--- src/rtl/core/gcmw_pkg.sv ---
package gcmw_pkg;

  // fixed field widths
  localparam int COORD_W   = 32;
  localparam int LEN_W     = 31;
  localparam int CELL_W    = 10;
  localparam int CORNER_W  = 3;
  localparam int REG_IDX_W = 3;
  localparam int MAX_AXES  = 3;

  typedef logic signed [COORD_W-1:0] coord_t;
  typedef logic [LEN_W-1:0]          len_t;
  typedef logic [CELL_W-1:0]         cell_t;
  typedef logic [CORNER_W-1:0]       corner_t;
  typedef logic [REG_IDX_W-1:0]      reg_idx_t;

  // register map
  localparam reg_idx_t REG_ORIGIN_X   = 3'd0;
  localparam reg_idx_t REG_ORIGIN_Y   = 3'd1;
  localparam reg_idx_t REG_ORIGIN_Z   = 3'd2;
  localparam reg_idx_t REG_CELL_LEN_X = 3'd3;
  localparam reg_idx_t REG_CELL_LEN_Y = 3'd4;
  localparam reg_idx_t REG_CELL_LEN_Z = 3'd5;

  localparam coord_t ORIGIN_RESET = '0;
  localparam len_t   LEN_RESET    = 31'd65536;

endpackage

--- src/rtl/core/gcmw_merge.sv ---
module gcmw_merge import gcmw_pkg::*; #(
  parameter int DIMENSION = 3,
  parameter int FRAC_BITS = 16
) (
  input  logic               clk,
  input  logic [FRAC_BITS:0] coord [0:DIMENSION-1],
  input  corner_t            corner,
  output logic [FRAC_BITS:0] weight
);

  localparam logic [FRAC_BITS:0] ONE_V = (FRAC_BITS+1)'(1) << FRAC_BITS;
  localparam int PROD_W = 2 * (FRAC_BITS + 1);

  logic [FRAC_BITS:0] factor [0:DIMENSION-1];
  logic [PROD_W-1:0]  prod_a;
  logic [FRAC_BITS:0] w1;

  // near side takes one minus the coordinate, far side the coordinate
  always_comb begin
    for (int d = 0; d < DIMENSION; d++) begin
      factor[d] = corner[d] ? coord[d] : (ONE_V - coord[d]);
    end
    prod_a = factor[0] * factor[1];
  end

  always_ff @(posedge clk) begin
    w1 <= prod_a[2*FRAC_BITS:FRAC_BITS];
  end

  if (DIMENSION > 2) begin : g_three
    logic [FRAC_BITS:0] f2;
    logic [PROD_W-1:0]  prod_b;

    always_ff @(posedge clk) begin
      f2 <= factor[2];
    end

    always_comb begin
      prod_b = w1 * f2;
    end

    always_ff @(posedge clk) begin
      weight <= prod_b[2*FRAC_BITS:FRAC_BITS];
    end
  end else begin : g_two
    always_ff @(posedge clk) begin
      weight <= w1;
    end
  end

endmodule

--- config.mk ---
export PLATFORM = sky130hd
export DESIGN_NAME = gcmw_merge
export DESIGN_NICKNAME = d
export VERILOG_FILES = /design/src/rtl/core/gcmw_pkg.sv /design/src/rtl/core/gcmw_merge.sv
export SDC_FILE = /design/constraint.sdc
export NUM_CORES = 1
export LEC_CHECK = 0
export ABC_CLOCK_PERIOD_IN_PS = 16900
export BUFFER_PORTS_ARGS = -buffer_cell sky130_fd_sc_hd__buf_2
export CAP_MARGIN = 10
export CORE_ASPECT_RATIO = 0.9
export CORE_MARGIN = 2
export CORE_UTILIZATION = 52
export CTS_CLUSTER_DIAMETER = 100
export DETAILED_ROUTE_END_ITERATION = 16
export PLACE_DENSITY = 0.79
export SLEW_MARGIN = 20
export SYNTH_ARGS = -nofsm -noshare
export SYNTH_HDL_FRONTEND = slang
export SYNTH_SLANG_ARGS = --single-unit
--- constraint.sdc ---
create_clock -name clk -period 16.9 [get_ports clk]
set_input_delay 2.535 -clock clk [delete_from_list [all_inputs] [get_ports clk]]
set_output_delay 2.535 -clock clk [all_outputs]
set_load 0.03 [all_outputs]
* After elaboration in Yosys (flattened, before gate mapping)
Index checks and enable logic that the tools add are counted.
** Storage, ports and cells
- Register bits after elaboration :: 51
- Bits of input ports :: 55
- Output and inout port bits :: 17
- Word-level logic and storage cells :: 11
** Cells by class
- $mul :: 2
- $add $sub $neg :: 3
- Muxes and demuxes :: 3
** Operators with widths (count)
- multiplier 17 x 17 -> 33 bit :: 2
- two-way mux 17 bit :: 3
- subtractor 17 bit (first input constant) :: 3

* Logic depth before layout (Yosys ltp)
- Word-level depth :: 3
- Mapped depth :: 28

* Least setup slack after synthesis
Ideal clock, no wire load.
- Kind :: input port to flip-flop
- Start :: in coord[34] (netlist bit)
- End :: reg w1[10]
- Path slack :: 7.585 ns
- Cell stages on the path :: 26
- Arrival :: 9.188 ns
- Library setup time :: 0.127 ns
- Path buffers :: 2
- Cells stage by stage :: clkbuf_1 -> clkinv_1 -> ha_1 -> nor4b_1 -> and4b_1 -> a21oi_1 -> xor2_1 -> clkbuf_1 -> nand2_1 -> fa_1 -> fa_1 -> fa_1 -> inv_1 -> fa_1 -> fa_1 -> inv_1 -> fa_1 -> inv_1 -> ha_1 -> a21o_1 -> a21o_1 -> a211oi_1 -> o31ai_1 -> a21boi_0 -> o21ai_0 -> xor2_1
** Between the ends
- Cells in the longest elaborated chain, start to end :: 3
** RTL lines
- start, declared :: line gcmw_merge.sv:6 : input logic [FRAC_BITS:0] coord [0:DIMENSION-1],
- subtractor 17 bit :: line gcmw_merge.sv:21 : factor[d] = corner[d] ? coord[d] : (ONE_V - coord[d]);
- two-way mux 17 bit (*) :: line gcmw_merge.sv:21
- multiplier 17 x 17 -> 33 bit (*) :: line gcmw_merge.sv:23 : prod_a = factor[0] * factor[1];
- net prod_a[26] :: line gcmw_merge.sv:15 : logic [PROD_W-1:0] prod_a;
- end signal, assigned :: line gcmw_merge.sv:27 : w1 <= prod_a[2*FRAC_BITS:FRAC_BITS];
- end, declared :: line gcmw_merge.sv:16 : logic [FRAC_BITS:0] w1;
The timed path passes the listed nets; every way through them passes the cells marked *.

* Worst setup path after layout
Same ends and word-level chain as after synthesis.

==> reports/metrics.cfg <==
[clocking]
clock_path_buffers = 2
clk_latency_ns = 0.31
numCtsBuffers = 5
cts_hold_buf = 0
cts.sinks = 51
ctsResizeCount = 0
cts_setup_buffers = 0
cts_tree = yes
htreeDepth = 2
clkSlewWorstSetupHoldPaths_ns = 0.07
root_buffer = clkbuf_16

[worst_setup_path]
crit_top_cell = fa_1
r2r-end = weight[15]$_DFF_P_
r2r-start = g_three.f2[8]$_DFF_P_
cp.required_ns = 17.14
max_stage_delay_ns = 0.74
path_class = primary input to flop
cp.arrival_ns = 10.27
end_kind = flop
crit_path_cell_trace = buf_2 -> clkinv_1 -> ha_1 -> nor4b_1 -> and4b_1 -> and4b_4 -> xor2_1 -> nand2_1 -> fa_1 -> fa_1 -> inv_1 -> fa_1 -> fa_1 -> fa_1 -> inv_1 -> fa_1 -> inv_1 -> ha_1 -> nand3_1 -> o31ai_1 -> a21boi_0 -> o21ai_0 -> xor2_1
reg2reg_slack_ns = 10.13
startpoint_type = primary input
r2r_cells = 20
worst-path-buf-inv = 5
critPathSlowestCell = o31ai_1
cp_max_fo = 12
crit_family = adder cells

[finish]
syn_to_final_growth_pct = 4.90
final_cell_mix = inv_1, fa_1, nand2_1
antenna_cells = 0
fin_nets = 3050
design_area_um2 = 21100
final_common_cell = inv_1
drive_gt1_frac = 0.0528

[sta]
slew_headroom = 0.245
final.min_clock_period_ns = 10.04
setup_viol = 0
min_period_over_period = 0.594
max_freq_mhz = 99.6
setup_slack_ns = 6.86
skew_ns = 0.0142
hold_viol_final = 0
rsz0062_at_grt = false
tightest_slew_ns = 1.13
finalMaxSlewViolations = 0
fin_tns_setup_ns = 0

[flow_run]
cap_violations = 0

[floorplanning]
die_y_um = 191
core_area_um2 = 38300
io_pins = 72
num_rows = 68
initial_core_util = 0.527
fp.dieArea_um2 = 40400
dieWidth_um = 212

[global_route]
grt_overflow_total = 0
grt_max_degree = 18
grt_pass1_vias = 17200
grt_pass1_wl_mm = 83.8
grt_antenna_before_repair = 0
track_usage = 0.264

[yosys]
synthFlopType = dfxtp_1
syn-num-nets = 3037
async_flop_share = 0
synth_edf_count = 0
seq_area_frac_synth = 0.0506
ys_ff_latch = 51
ys_warn_count = 0
syn_inst = 2333
yosys.cell_types.count = 64
synth.avg_cell_area_um2 = 8.64
syn_area_um2 = 20200

[routing]
dr.pass1.iters = 5
wirelength_mm = 49.4
post_drt_via_cell_ratio = 5.49
drc = 0
first_iter_violations = 1132
ant_nets = 0
num_vias = 15600
post_drt_wl_per_cell_um = 17.4

[status]
status = complete, no violations

[placement]
place_area_um2 = 21000
gp_congestion = 0.950
dp_hpwl_mm = 40.6
portBuffers = 71
place_ws_ns = 6.63

[min_path]
hold_depth = 4
hp-start = w1[16]$_DFF_P_
hold_path.class = flop to flop
hold_path_end = weight[16]$_DFF_P_

worst max-delay path by stage:
stage	depth (start not counted)	endpoint	slack [ns]	start
after floorplan	26	w1[10]$_DFF_P_	7.58	coord[34]
after global placement	23	w1[10]$_DFF_P_	6.94	coord[34]
after detailed placement	23	w1[10]$_DFF_P_	6.63	coord[34]
after CTS	23	w1[10]$_DFF_P_	6.95	coord[34]
after global routing	23	w1[10]$_DFF_P_	6.39	coord[34]
final	23	w1[10]$_DFF_P_	6.86	coord[34]
cells by family (layout without fill, tap and decap cells):
kind of cell    count (synthesis)  after routing  synth area share
simple gates                  733            733             0.161
fa+ha+maj                     649            649             0.567
buf+inv                       630            644             0.118
compound gates                153            153            0.0500
xor+xnor                      112            112            0.0507
flops                          51             51            0.0506
mux                             5              5           0.00267
sequential cells by signal, indices dropped and copies added (netlist names):
signal and cells:
weight 17, w1 17, g_three.f2 17
layout make-up:
| type | instances | area [um^2] |
|---|---|---|
| timing repair buffer | 91 | 505 |
| sequential | 51 | 1020 |
| tap | 490 | 613 |
| multi-input combinational | 1652 | 16800 |
| clock buffer | 6 | 129 |
| clock inverter | 2 | 38.8 |
| inverter | 545 | 2050 |
| fill | 3332 | 17100 |
cell usage after synthesis (all sizes together), types with 4 or more instances:
master | n | area share
nand2 | 400 | 0.074
xnor2 | 58 | 0.027
dfxtp | 51 | 0.051
inv | 544 | 0.10
and3 | 8 | 0.0025
clkbuf | 82 | 0.015
nand4 | 7 | 0.0022
nand3 | 14 | 0.0035
a211oi | 8 | 0.0030
nor3 | 20 | 0.0052
o31ai | 6 | 0.0029
nor4b | 4 | 0.0024
and2 | 107 | 0.033
o21a | 8 | 0.0030
o21bai | 4 | 0.0015
a2111oi | 4 | 0.0020
o311ai | 4 | 0.0017
nor2 | 148 | 0.028
ha | 207 | 0.13
nor2b | 5 | 0.0016
fa | 442 | 0.44
o21ai | 23 | 0.0057
nor4 | 5 | 0.0019
xor2 | 54 | 0.024
a21o | 17 | 0.0063
a21oi | 58 | 0.015
metal layers:
metal / GRT usage / part of all wire
met5: 0 / 0
met4: 0.0978 / 0.041
met3: 0.0492 / 0.094
met2: 0.460 / 0.48
met1: 0.326 / 0.38
through the flow:
step	hold WS, ns	instances	utilization
global placement	1.03	2829	0.547
detailed placement	1.06	2829	0.548
finish	1.07	2837	0.552
CTS	1.07	2837	0.552
global route	1.15	2837	0.552
floorplan	0.734	2333	-
tightest hold or removal path: stages, from the launching register on:
cell and delay [ns]:
dfxtp_1 0.52, nand2_1 0.17, xnor2_1 0.09, xnor2_1 0.16
xnor2_1 0.07
Power is not shown: default switching activity piles up to over one toggle a cycle in this logic, so the estimate is an artifact.
